### config.mk
export PLATFORM = sky130hd
export DESIGN_NAME = descriptor_slot_allocator
export DESIGN_NICKNAME = d
export VERILOG_FILES = /design/src/rtl/dsa_pkg.sv /design/src/rtl/dsa_datapath.sv /design/src/rtl/dsa_ctrl.sv /design/src/rtl/descriptor_slot_allocator.sv
export VERILOG_INCLUDE_DIRS = /design/src /design/src/rtl
export SDC_FILE = /design/constraint.sdc
export NUM_CORES = 2
export LEC_CHECK = 0
export ABC_AREA = 1
export ABC_CLOCK_PERIOD_IN_PS = 13400
export BUFFER_PORTS_ARGS = -buffer_cell sky130_fd_sc_hd__buf_2
export CORE_UTILIZATION = 40
export CTS_BUF_LIST = sky130_fd_sc_hd__clkbuf_8
export DETAILED_ROUTE_END_ITERATION = 6
export SYNTH_ARGS = -nofsm -noshare
export SYNTH_HDL_FRONTEND = slang
export SYNTH_SLANG_ARGS = --single-unit
### constraint.sdc
create_clock -name i_clk -period 13.4 [get_ports i_clk]
set_input_delay 2.01 -clock i_clk [delete_from_list [all_inputs] [get_ports i_clk]]
set_output_delay 2.01 -clock i_clk [all_outputs]
set_load 0.02 [all_outputs]
### src/rtl/descriptor_slot_allocator_assert.svh
// Assertion macros for the descriptor slot allocator
`ifndef DESCRIPTOR_SLOT_ALLOCATOR_ASSERT_SVH
`define DESCRIPTOR_SLOT_ALLOCATOR_ASSERT_SVH

// Same-cycle implication, disabled while reset is held
`define DSA_ASSERT_IMPL(label, ante, cons, msg) \
    label: assert property (@(posedge i_clk) disable iff (!i_rst_n) (ante) |-> (cons)) \
        else $error(msg);

// Next-cycle implication, disabled while reset is held
`define DSA_ASSERT_NEXT(label, ante, cons, msg) \
    label: assert property (@(posedge i_clk) disable iff (!i_rst_n) (ante) |=> (cons)) \
        else $error(msg);

`endif

### src/rtl/dsa_pkg.sv
// Shared types and constants of the descriptor slot allocator
`timescale 1ns / 1ps
package dsa_pkg;

    localparam int POOL_SLOTS  = 256;
    localparam int SLOT_W      = $clog2(POOL_SLOTS);
    localparam int SLOT_CNT_W  = $clog2(POOL_SLOTS + 1);
    localparam int CHUNK_BITS  = 32;
    localparam int POS_W       = $clog2(CHUNK_BITS);
    localparam int CHUNK_W     = SLOT_W - POS_W;
    localparam int ADDR_W      = 64;
    localparam int STRIDE_W    = 11;
    localparam int LIM_W       = SLOT_CNT_W + STRIDE_W;
    localparam int REM_W       = SLOT_W + STRIDE_W;
    localparam int PROD_W      = SLOT_W + STRIDE_W;
    localparam int DBIT_W      = $clog2(SLOT_W);
    localparam int CFG_IDX_W   = 3;
    localparam int CFG_DATA_W  = 64;

    typedef enum logic [1:0] {
        KIND_ALLOC       = 2'd0,
        KIND_FREE_HANDLE = 2'd1,
        KIND_FREE_INDEX  = 2'd2,
        KIND_FREE_ALL    = 2'd3
    } t_kind;

    typedef enum logic [1:0] {
        ST_OK     = 2'd0,
        ST_FULL   = 2'd1,
        ST_ABSENT = 2'd2,
        ST_RANGE  = 2'd3
    } t_status;

    typedef enum logic [CFG_IDX_W-1:0] {
        CFG_HOST_BASE   = 3'd0,
        CFG_SHADER_BASE = 3'd1,
        CFG_SLOT_STRIDE = 3'd2,
        CFG_SHADER_EN   = 3'd3,
        CFG_SLOTS_USE   = 3'd4
    } t_cfg_reg;

    typedef enum logic [2:0] {
        S_IDLE   = 3'd0,
        S_DECODE = 3'd1,
        S_SEARCH = 3'd2,
        S_CHECK  = 3'd3,
        S_DIV    = 3'd4,
        S_MUL    = 3'd5,
        S_ADD    = 3'd6
    } t_state;

    typedef struct packed {
        logic    load;
        logic    sub;
        logic    div_init;
        logic    div_step;
        logic    srch_step;
        logic    take_slot;
        logic    mark;
        logic    clear_one;
        logic    clear_all;
        logic    mul;
        logic    emit;
        logic    emit_addr;
        t_status status;
    } t_dp_cmd;

    typedef struct packed {
        t_kind kind;
        logic  absent;
        logic  slot_range;
        logic  handle_range;
        logic  found;
        logic  chunk_last;
        logic  div_last;
    } t_dp_sts;

endpackage

### src/rtl/dsa_datapath.sv
// Datapath: configuration, slot bitmaps, chunked search, divider and address unit
`timescale 1ns / 1ps
module dsa_datapath (
    input  logic                              i_clk,
    input  logic                              i_rst_n,
    input  logic                              i_cfg_we,
    input  logic [dsa_pkg::CFG_IDX_W-1:0]     i_cfg_idx,
    input  logic [dsa_pkg::CFG_DATA_W-1:0]    i_cfg_data,
    input  logic [1:0]                        i_kind,
    input  logic                              i_pool,
    input  logic [dsa_pkg::ADDR_W-1:0]        i_handle_in,
    input  logic [dsa_pkg::SLOT_W-1:0]        i_slot_in,
    input  dsa_pkg::t_dp_cmd                  i_cmd,
    output dsa_pkg::t_dp_sts                  o_sts,
    output logic                              o_result_valid,
    output logic [dsa_pkg::ADDR_W-1:0]        o_handle_out,
    output logic [dsa_pkg::SLOT_W-1:0]        o_slot_out,
    output logic [1:0]                        o_status
);

    logic [dsa_pkg::ADDR_W-1:0]      r_host_base;
    logic [dsa_pkg::ADDR_W-1:0]      r_shader_base;
    logic [dsa_pkg::STRIDE_W-1:0]    r_stride;
    logic                            r_shader_en;
    logic [dsa_pkg::SLOT_CNT_W-1:0]  r_slots;

    logic [dsa_pkg::POOL_SLOTS-1:0]  r_used [2];

    dsa_pkg::t_kind                  r_kind;
    logic                            r_pool;
    logic [dsa_pkg::ADDR_W-1:0]      r_handle;
    logic [dsa_pkg::SLOT_W-1:0]      r_slot;
    logic [dsa_pkg::ADDR_W-1:0]      r_diff;
    logic                            r_borrow;
    logic [dsa_pkg::REM_W-1:0]       r_rem;
    logic [dsa_pkg::DBIT_W-1:0]      r_dbit;
    logic [dsa_pkg::SLOT_W-1:0]      r_idx;
    logic [dsa_pkg::CHUNK_W-1:0]     r_chunk;
    logic [dsa_pkg::PROD_W-1:0]      r_prod;

    logic                            r_result_valid;
    logic [dsa_pkg::ADDR_W-1:0]      r_handle_out;
    logic [dsa_pkg::SLOT_W-1:0]      r_slot_out;
    dsa_pkg::t_status                r_status;

    logic [dsa_pkg::ADDR_W-1:0]      w_base;
    logic [dsa_pkg::SLOT_CNT_W-1:0]  w_n;
    logic [dsa_pkg::LIM_W-1:0]       w_lim;
    logic [dsa_pkg::CHUNK_BITS-1:0]  w_word;
    logic [dsa_pkg::CHUNK_BITS-1:0]  w_mask;
    logic [dsa_pkg::CHUNK_BITS-1:0]  w_free;
    logic [dsa_pkg::CHUNK_BITS-1:0]  w_low;
    logic [dsa_pkg::POS_W-1:0]       w_pos;
    logic [dsa_pkg::SLOT_W-1:0]      w_found_idx;
    logic [dsa_pkg::REM_W-1:0]       w_div_sh;
    logic                            w_div_ge;

    assign w_base = r_pool ? r_shader_base : r_host_base;
    assign w_n    = (r_slots > dsa_pkg::SLOT_CNT_W'(dsa_pkg::POOL_SLOTS))
                  ? dsa_pkg::SLOT_CNT_W'(dsa_pkg::POOL_SLOTS) : r_slots;
    assign w_lim  = dsa_pkg::LIM_W'(w_n) * dsa_pkg::LIM_W'(r_stride);

    assign w_word = r_used[r_pool][{r_chunk, {dsa_pkg::POS_W{1'b0}}} +: dsa_pkg::CHUNK_BITS];

    always_comb begin
        for (int j = 0; j < dsa_pkg::CHUNK_BITS; j++) begin
            w_mask[j] = ({1'b0, r_chunk, dsa_pkg::POS_W'(j)} < w_n);
        end
    end

    assign w_free = ~w_word & w_mask;
    assign w_low  = w_free & (~w_free + dsa_pkg::CHUNK_BITS'(1));

    always_comb begin
        w_pos = '0;
        for (int j = 0; j < dsa_pkg::CHUNK_BITS; j++) begin
            if (w_low[j]) begin
                w_pos = w_pos | dsa_pkg::POS_W'(j);
            end
        end
    end

    assign w_found_idx = {r_chunk, w_pos};

    assign w_div_sh = dsa_pkg::REM_W'(r_stride) << r_dbit;
    assign w_div_ge = (r_rem >= w_div_sh);

    assign o_sts.kind         = r_kind;
    assign o_sts.absent       = r_pool & ~r_shader_en;
    assign o_sts.slot_range   = ({1'b0, r_slot} >= w_n);
    assign o_sts.handle_range = r_borrow
                              | (r_stride == '0)
                              | (r_diff[dsa_pkg::ADDR_W-1:dsa_pkg::LIM_W] != '0)
                              | (r_diff[dsa_pkg::LIM_W-1:0] >= w_lim);
    assign o_sts.found        = |w_free;
    assign o_sts.chunk_last   = (r_chunk == '1);
    assign o_sts.div_last     = (r_dbit == '0);

    always_ff @(posedge i_clk) begin
        if (!i_rst_n) begin
            r_host_base   <= '0;
            r_shader_base <= '0;
            r_stride      <= dsa_pkg::STRIDE_W'(32);
            r_shader_en   <= 1'b0;
            r_slots       <= dsa_pkg::SLOT_CNT_W'(256);
        end else if (i_cfg_we) begin
            unique case (dsa_pkg::t_cfg_reg'(i_cfg_idx))
                dsa_pkg::CFG_HOST_BASE:   r_host_base   <= i_cfg_data;
                dsa_pkg::CFG_SHADER_BASE: r_shader_base <= i_cfg_data;
                dsa_pkg::CFG_SLOT_STRIDE: r_stride      <= i_cfg_data[dsa_pkg::STRIDE_W-1:0];
                dsa_pkg::CFG_SHADER_EN:   r_shader_en   <= i_cfg_data[0];
                dsa_pkg::CFG_SLOTS_USE:   r_slots       <= i_cfg_data[dsa_pkg::SLOT_CNT_W-1:0];
                default: ;
            endcase
        end
    end

    always_ff @(posedge i_clk) begin
        if (!i_rst_n) begin
            r_used[0] <= '0;
            r_used[1] <= '0;
        end else if (i_cmd.clear_all) begin
            r_used[r_pool] <= '0;
        end else begin
            if (i_cmd.mark) begin
                r_used[r_pool][w_found_idx] <= 1'b1;
            end
            if (i_cmd.clear_one) begin
                r_used[r_pool][r_idx] <= 1'b0;
            end
        end
    end

    always_ff @(posedge i_clk) begin
        if (i_cmd.load) begin
            r_kind   <= dsa_pkg::t_kind'(i_kind);
            r_pool   <= i_pool;
            r_handle <= i_handle_in;
            r_slot   <= i_slot_in;
            r_chunk  <= '0;
        end
        if (i_cmd.srch_step) begin
            r_chunk <= r_chunk + dsa_pkg::CHUNK_W'(1);
        end
        if (i_cmd.sub) begin
            {r_borrow, r_diff} <= {1'b0, r_handle} - {1'b0, w_base};
        end
        if (i_cmd.div_init) begin
            r_rem  <= r_diff[dsa_pkg::REM_W-1:0];
            r_dbit <= dsa_pkg::DBIT_W'(dsa_pkg::SLOT_W - 1);
            r_idx  <= '0;
        end
        if (i_cmd.div_step) begin
            if (w_div_ge) begin
                r_rem <= r_rem - w_div_sh;
            end
            r_idx  <= {r_idx[dsa_pkg::SLOT_W-2:0], w_div_ge};
            r_dbit <= r_dbit - dsa_pkg::DBIT_W'(1);
        end
        if (i_cmd.take_slot) begin
            r_idx <= r_slot;
        end
        if (i_cmd.mark) begin
            r_idx <= w_found_idx;
        end
        if (i_cmd.mul) begin
            r_prod <= dsa_pkg::PROD_W'(r_idx) * dsa_pkg::PROD_W'(r_stride);
        end
    end

    always_ff @(posedge i_clk) begin
        if (!i_rst_n) begin
            r_result_valid <= 1'b0;
        end else begin
            r_result_valid <= i_cmd.emit;
        end
    end

    always_ff @(posedge i_clk) begin
        if (i_cmd.emit) begin
            if (i_cmd.emit_addr) begin
                r_handle_out <= w_base + dsa_pkg::ADDR_W'(r_prod);
                r_slot_out   <= r_idx;
                r_status     <= dsa_pkg::ST_OK;
            end else begin
                r_handle_out <= '0;
                r_slot_out   <= '0;
                r_status     <= i_cmd.status;
            end
        end
    end

    assign o_result_valid = r_result_valid;
    assign o_handle_out   = r_handle_out;
    assign o_slot_out     = r_slot_out;
    assign o_status       = r_status;

endmodule

### src/rtl/dsa_ctrl.sv
// Controller state machine that sequences each request through the datapath
`timescale 1ns / 1ps
`include "descriptor_slot_allocator_assert.svh"
module dsa_ctrl (
    input  logic              i_clk,
    input  logic              i_rst_n,
    input  logic              i_start,
    input  dsa_pkg::t_dp_sts  i_sts,
    output dsa_pkg::t_dp_cmd  o_cmd,
    output logic              o_busy
);

    dsa_pkg::t_state   r_state;
    dsa_pkg::t_state   n_state;
    dsa_pkg::t_dp_cmd  w_cmd;

    always_ff @(posedge i_clk) begin
        if (!i_rst_n) begin
            r_state <= dsa_pkg::S_IDLE;
        end else begin
            r_state <= n_state;
        end
    end

    always_comb begin
        n_state      = r_state;
        w_cmd        = '0;
        w_cmd.status = dsa_pkg::ST_OK;
        unique case (r_state)
            dsa_pkg::S_IDLE: begin
                if (i_start) begin
                    w_cmd.load = 1'b1;
                    n_state    = dsa_pkg::S_DECODE;
                end
            end
            dsa_pkg::S_DECODE: begin
                if (i_sts.absent) begin
                    w_cmd.emit   = 1'b1;
                    w_cmd.status = dsa_pkg::ST_ABSENT;
                    n_state      = dsa_pkg::S_IDLE;
                end else begin
                    unique case (i_sts.kind)
                        dsa_pkg::KIND_ALLOC: begin
                            n_state = dsa_pkg::S_SEARCH;
                        end
                        dsa_pkg::KIND_FREE_HANDLE: begin
                            w_cmd.sub = 1'b1;
                            n_state   = dsa_pkg::S_CHECK;
                        end
                        dsa_pkg::KIND_FREE_INDEX: begin
                            if (i_sts.slot_range) begin
                                w_cmd.emit   = 1'b1;
                                w_cmd.status = dsa_pkg::ST_RANGE;
                                n_state      = dsa_pkg::S_IDLE;
                            end else begin
                                w_cmd.take_slot = 1'b1;
                                n_state         = dsa_pkg::S_MUL;
                            end
                        end
                        dsa_pkg::KIND_FREE_ALL: begin
                            w_cmd.clear_all = 1'b1;
                            w_cmd.emit      = 1'b1;
                            n_state         = dsa_pkg::S_IDLE;
                        end
                        default: begin
                            n_state = dsa_pkg::S_IDLE;
                        end
                    endcase
                end
            end
            dsa_pkg::S_SEARCH: begin
                if (i_sts.found) begin
                    w_cmd.mark = 1'b1;
                    n_state    = dsa_pkg::S_MUL;
                end else if (i_sts.chunk_last) begin
                    w_cmd.emit   = 1'b1;
                    w_cmd.status = dsa_pkg::ST_FULL;
                    n_state      = dsa_pkg::S_IDLE;
                end else begin
                    w_cmd.srch_step = 1'b1;
                end
            end
            dsa_pkg::S_CHECK: begin
                if (i_sts.handle_range) begin
                    w_cmd.emit   = 1'b1;
                    w_cmd.status = dsa_pkg::ST_RANGE;
                    n_state      = dsa_pkg::S_IDLE;
                end else begin
                    w_cmd.div_init = 1'b1;
                    n_state        = dsa_pkg::S_DIV;
                end
            end
            dsa_pkg::S_DIV: begin
                w_cmd.div_step = 1'b1;
                if (i_sts.div_last) begin
                    n_state = dsa_pkg::S_MUL;
                end
            end
            dsa_pkg::S_MUL: begin
                w_cmd.mul       = 1'b1;
                w_cmd.clear_one = (i_sts.kind != dsa_pkg::KIND_ALLOC);
                n_state         = dsa_pkg::S_ADD;
            end
            dsa_pkg::S_ADD: begin
                w_cmd.emit      = 1'b1;
                w_cmd.emit_addr = 1'b1;
                n_state         = dsa_pkg::S_IDLE;
            end
            default: begin
                n_state = dsa_pkg::S_IDLE;
            end
        endcase
    end

    assign o_cmd  = w_cmd;
    assign o_busy = (r_state != dsa_pkg::S_IDLE);

    `DSA_ASSERT_IMPL(a_emit_ends_request, w_cmd.emit, n_state == dsa_pkg::S_IDLE, "emit without return to idle")
    `DSA_ASSERT_NEXT(a_emit_single, w_cmd.emit, !w_cmd.emit, "two results for one request")
    `DSA_ASSERT_NEXT(a_start_decodes, i_start && (r_state == dsa_pkg::S_IDLE), r_state == dsa_pkg::S_DECODE, "accepted request not decoded")
    `DSA_ASSERT_IMPL(a_div_entry, r_state == dsa_pkg::S_DIV, $past(r_state) == dsa_pkg::S_CHECK || $past(r_state) == dsa_pkg::S_DIV, "divider entered without range check")

endmodule

### src/rtl/descriptor_slot_allocator.sv
// Descriptor slot allocator top level: two bitmap pools with first-free allocation.
// Requests: raise i_start with i_kind, i_pool, i_handle_in and i_slot_in; the request
// is taken at a clock edge where i_start is high and o_busy is low.
// Configuration: i_cfg_we with i_cfg_idx and i_cfg_data writes one register per
// edge (0 host base, 1 shader base, 2 slot stride, 3 shader pool enable,
// 4 slots in use); write only while o_busy is low and no result is pending.
// Results: o_result_valid pulses for one cycle with o_handle_out, o_slot_out and
// o_status; the receiver must take it in that cycle and cannot stall the block.
// Sequence: free-all and every error decided at decode end at decode; a handle out
// of range ends at the range check; free by index goes through multiply and add;
// free by handle through subtract, range check, the bit-serial divider, multiply
// and add; allocation scans 32-slot chunks (1 to 8) before multiply and add, and a
// full pool ends after the last chunk. The result strobe rises in the same cycle
// as o_busy falls, and a new request can be taken in that same cycle.
// Reset: synchronous active low; every slot of both pools becomes free and the
// configuration registers, the controller state and the result strobe are reset.
`timescale 1ns / 1ps
module descriptor_slot_allocator (
    input  logic                              i_clk,
    input  logic                              i_rst_n,
    input  logic                              i_cfg_we,
    input  logic [dsa_pkg::CFG_IDX_W-1:0]     i_cfg_idx,
    input  logic [dsa_pkg::CFG_DATA_W-1:0]    i_cfg_data,
    input  logic                              i_start,
    output logic                              o_busy,
    input  logic [1:0]                        i_kind,
    input  logic                              i_pool,
    input  logic [dsa_pkg::ADDR_W-1:0]        i_handle_in,
    input  logic [dsa_pkg::SLOT_W-1:0]        i_slot_in,
    output logic                              o_result_valid,
    output logic [dsa_pkg::ADDR_W-1:0]        o_handle_out,
    output logic [dsa_pkg::SLOT_W-1:0]        o_slot_out,
    output logic [1:0]                        o_status
);

    dsa_pkg::t_dp_cmd  w_cmd;
    dsa_pkg::t_dp_sts  w_sts;

    dsa_ctrl u_ctrl (
        .i_clk   (i_clk),
        .i_rst_n (i_rst_n),
        .i_start (i_start),
        .i_sts   (w_sts),
        .o_cmd   (w_cmd),
        .o_busy  (o_busy)
    );

    dsa_datapath u_datapath (
        .i_clk          (i_clk),
        .i_rst_n        (i_rst_n),
        .i_cfg_we       (i_cfg_we),
        .i_cfg_idx      (i_cfg_idx),
        .i_cfg_data     (i_cfg_data),
        .i_kind         (i_kind),
        .i_pool         (i_pool),
        .i_handle_in    (i_handle_in),
        .i_slot_in      (i_slot_in),
        .i_cmd          (w_cmd),
        .o_sts          (w_sts),
        .o_result_valid (o_result_valid),
        .o_handle_out   (o_handle_out),
        .o_slot_out     (o_slot_out),
        .o_status       (o_status)
    );

endmodule

==> impl_metrics.tcl <==
set metrics [dict create \
    outcome "finished clean" \
    fillers 15878 \
    clkSinkCount 932 \
    yosysTopAreaCell "edfxtp_1" \
    die-area_mm2 0.159 \
    critPathLaunchType "register" \
    syn_avg_cell_area_um2 7.28 \
    synthTopCellsByArea "edfxtp_1, nand2_1, nor2_1, inv_1, dfxtp_1" \
    die_w_um 399 \
    ys_seq_area_share_pct 41.7 \
    gr-usage-all-layers_pct 26.7 \
    arrival_ps 10080 \
    p_leak_nw 31.3 \
    crit_top_cell "nand2_1" \
    synth_edf_count 759 \
    syn_inst 8644 \
    slowest_stage "nand4_1" \
    drive_above_1_share_pct 7.51 \
    num_rows 145 \
    grt_max_degree 229 \
    final.setup.tns_ps 0 \
    first_iter_violations 5970 \
    initial_core_util_pct 40.3 \
    p_per_area_mw_per_mm2 118 \
    numCtsBuffers 172 \
    htreeDepth 4 \
    boundaryPins 222 \
    synth_seq_cells 932 \
    vias 58055 \
    cp_max_fo 22 \
    grt_first_pass_wirelength_um 324000 \
    crit_path_max_incr_delay_ps 690 \
    clk_pin_slew_ps 60 \
    gp_congestion 0.963 \
    maxCapViolations 0 \
    ys_warn_count 0 \
    setup_viol 0 \
    required_ps 13940 \
    timing.slew.headroom_pct 6.36 \
    place.port_buffers 221 \
    synth_top_cells_by_count "nand2_1, nor2_1, inv_1" \
    cts_tree "built" \
    netlist_area_mm2 0.0629 \
    antenna_left 0 \
    worst-setup-path-type "register to register" \
    clockRootBuffer "clkbuf_8" \
    yosys.cell_types.count 57 \
    synth_top_area_share_pct 36.2 \
    hold_viol_final 0 \
    critPathCaptureType "register" \
    die-height_um 399 \
    grt_antenna_before_repair 10 \
    cts_buffer_depth 3 \
    cts_hold_buf 0 \
    routedWlPerCell_um 19.9 \
    hpwlAfterDp_um 145000 \
    hp-class "register to register" \
    drc_errors 0 \
    fmax_ghz 0.105 \
    post-route-period-util_pct 71.2 \
    whs_path_depth 2 \
    grt-ovfl-total 0 \
    holdWs_ps 502 \
    grt_pass1_vias 53850 \
    max-vdd-ir-drop_mv 0.0911 \
    syn2layout_area_growth_pct 9.14 \
    synth_most_common_cell "nand2_1" \
    synthArstFlopShare_pct 0 \
    rsz0062_at_grt "false" \
    drt-total-wl_um 216000 \
    insertion_delay_ps 950 \
    cts_setup_buffers 0 \
    via_per_inst 5.36 \
    skew_ps 84.4 \
    slew_violations 0 \
    worst_pin_slew_ps 1400 \
    core_area_mm2 0.156 \
    synth_top_flop_cell "edfxtp_1" \
    period_needed_ps 9540 \
    cts_resized 0 \
    syn_nets 9127 \
    drtPass1Iterations 7 \
    r2r_cells 36 \
    final_nets 9107 \
]
[path summary, 6_finish.rpt]
path                          from                  end  slack (ps)
min            u_datapath.r_rem[3]  u_datapath.r_rem[3]         500
max          u_datapath.r_slots[3]  u_datapath.r_idx[0]        3860
min reg2reg    u_datapath.r_rem[3]  u_datapath.r_rem[3]         500
max reg2reg  u_datapath.r_slots[3]  u_datapath.r_idx[0]        3860
[cells in the final DEF, fill, tap and decap left out, drive strengths merged, types with 41 or more instances in the layout]
master / n
dfxtp: 173
nand4: 41
fa: 121
edfxtp: 759
clkbuf: 189
inv: 1114
nand2: 2870
a31oi: 45
ha: 216
o21ai: 638
xor2: 72
buf: 290
a21oi: 410
nand3: 400
nor2: 1083
clkinv: 48
[critical path, delay by kind of cell (launching register included)]
family | cells | cell delay, ps
AND/OR/NAND/NOR | 13 | 2600
buffers and inverters | 8 | 1420
XOR/XNOR | 1 | 150
AO/OA/AOI/OAI | 8 | 1810
adder cells (fa/ha/maj) | 6 | 2760
flip-flops | 1 | 450
[logic make-up (layout without fill, tap and decap cells)]
| kind of cell | count (synthesis) | count (layout) | share of synthesized area, % |
|---|---|---|---|
| xor+xnor | 110 | 110 | 1.53 |
| buf+inv | 1527 | 1648 | 9.43 |
| simple gates | 4515 | 4515 | 28.6 |
| mux | 30 | 30 | 0.477 |
| flops | 932 | 932 | 41.7 |
| fa+ha+maj | 337 | 337 | 8.14 |
| other cells | 0 | 5 | 0 |
| compound gates | 1193 | 1193 | 10.1 |
[sequential cells by signal, indices dropped and copies added (netlist names), 9 cells and up, named ones only]
register / count
u_datapath.r_used: 512
u_datapath.o_handle_out: 64
u_datapath.r_diff: 64
u_datapath.r_handle: 64
u_datapath.r_host_base: 64
u_datapath.r_shader_base: 64
u_datapath.r_prod: 19
u_datapath.r_rem: 19
u_datapath.r_stride: 11
u_datapath.r_slots: 9
[where the power goes]
group          switching, W  total [W]  internal [W]
registers          0.000107    0.00344       0.00333
clock network       0.00133    0.00272       0.00139
logic               0.00142    0.00196      0.000548
total               0.00285    0.00812       0.00526
[final cells by class]
class	count	area, µm²	share of cell area [%]
Inverter	1043	3940	5.73
Multi-Input combinational cell	6185	30900	44.9
Sequential cell	932	26300	38.2
Clock inverter	126	744	1.08
Timing Repair Buffer	290	1700	2.47
Tap cell	2058	2570	3.75
Antenna cell	5	12.5	0.0182
Clock buffer	189	2600	3.79
[stage by stage]
step	cells	area, µm²	utilization (%)	total power (W)	worst slack (ps)
6_report	10828	68700	44.0	0.00812	3860
5_1_grt	10828	68700	44.0	0.00849	3130
4_1_cts	10823	68700	44.0	0.00814	3860
3_5_place_dp	10508	65300	41.8	0.00543	3800
3_3_place_gp	10508	65300	41.8	0.00541	3850
2_1_floorplan	8644	62900	-	0.00478	4110
[metal layers]
| layer | GRT usage [%] | wire length [µm] |
|---|---|---|
| met1 | 36.5 | 92200 |
| met2 | 42.8 | 99300 |
| met3 | 4.07 | 18000 |
| met4 | 9.14 | 6410 |
| met5 | 0 | 22 |
(Power assumes the default switching activity.)
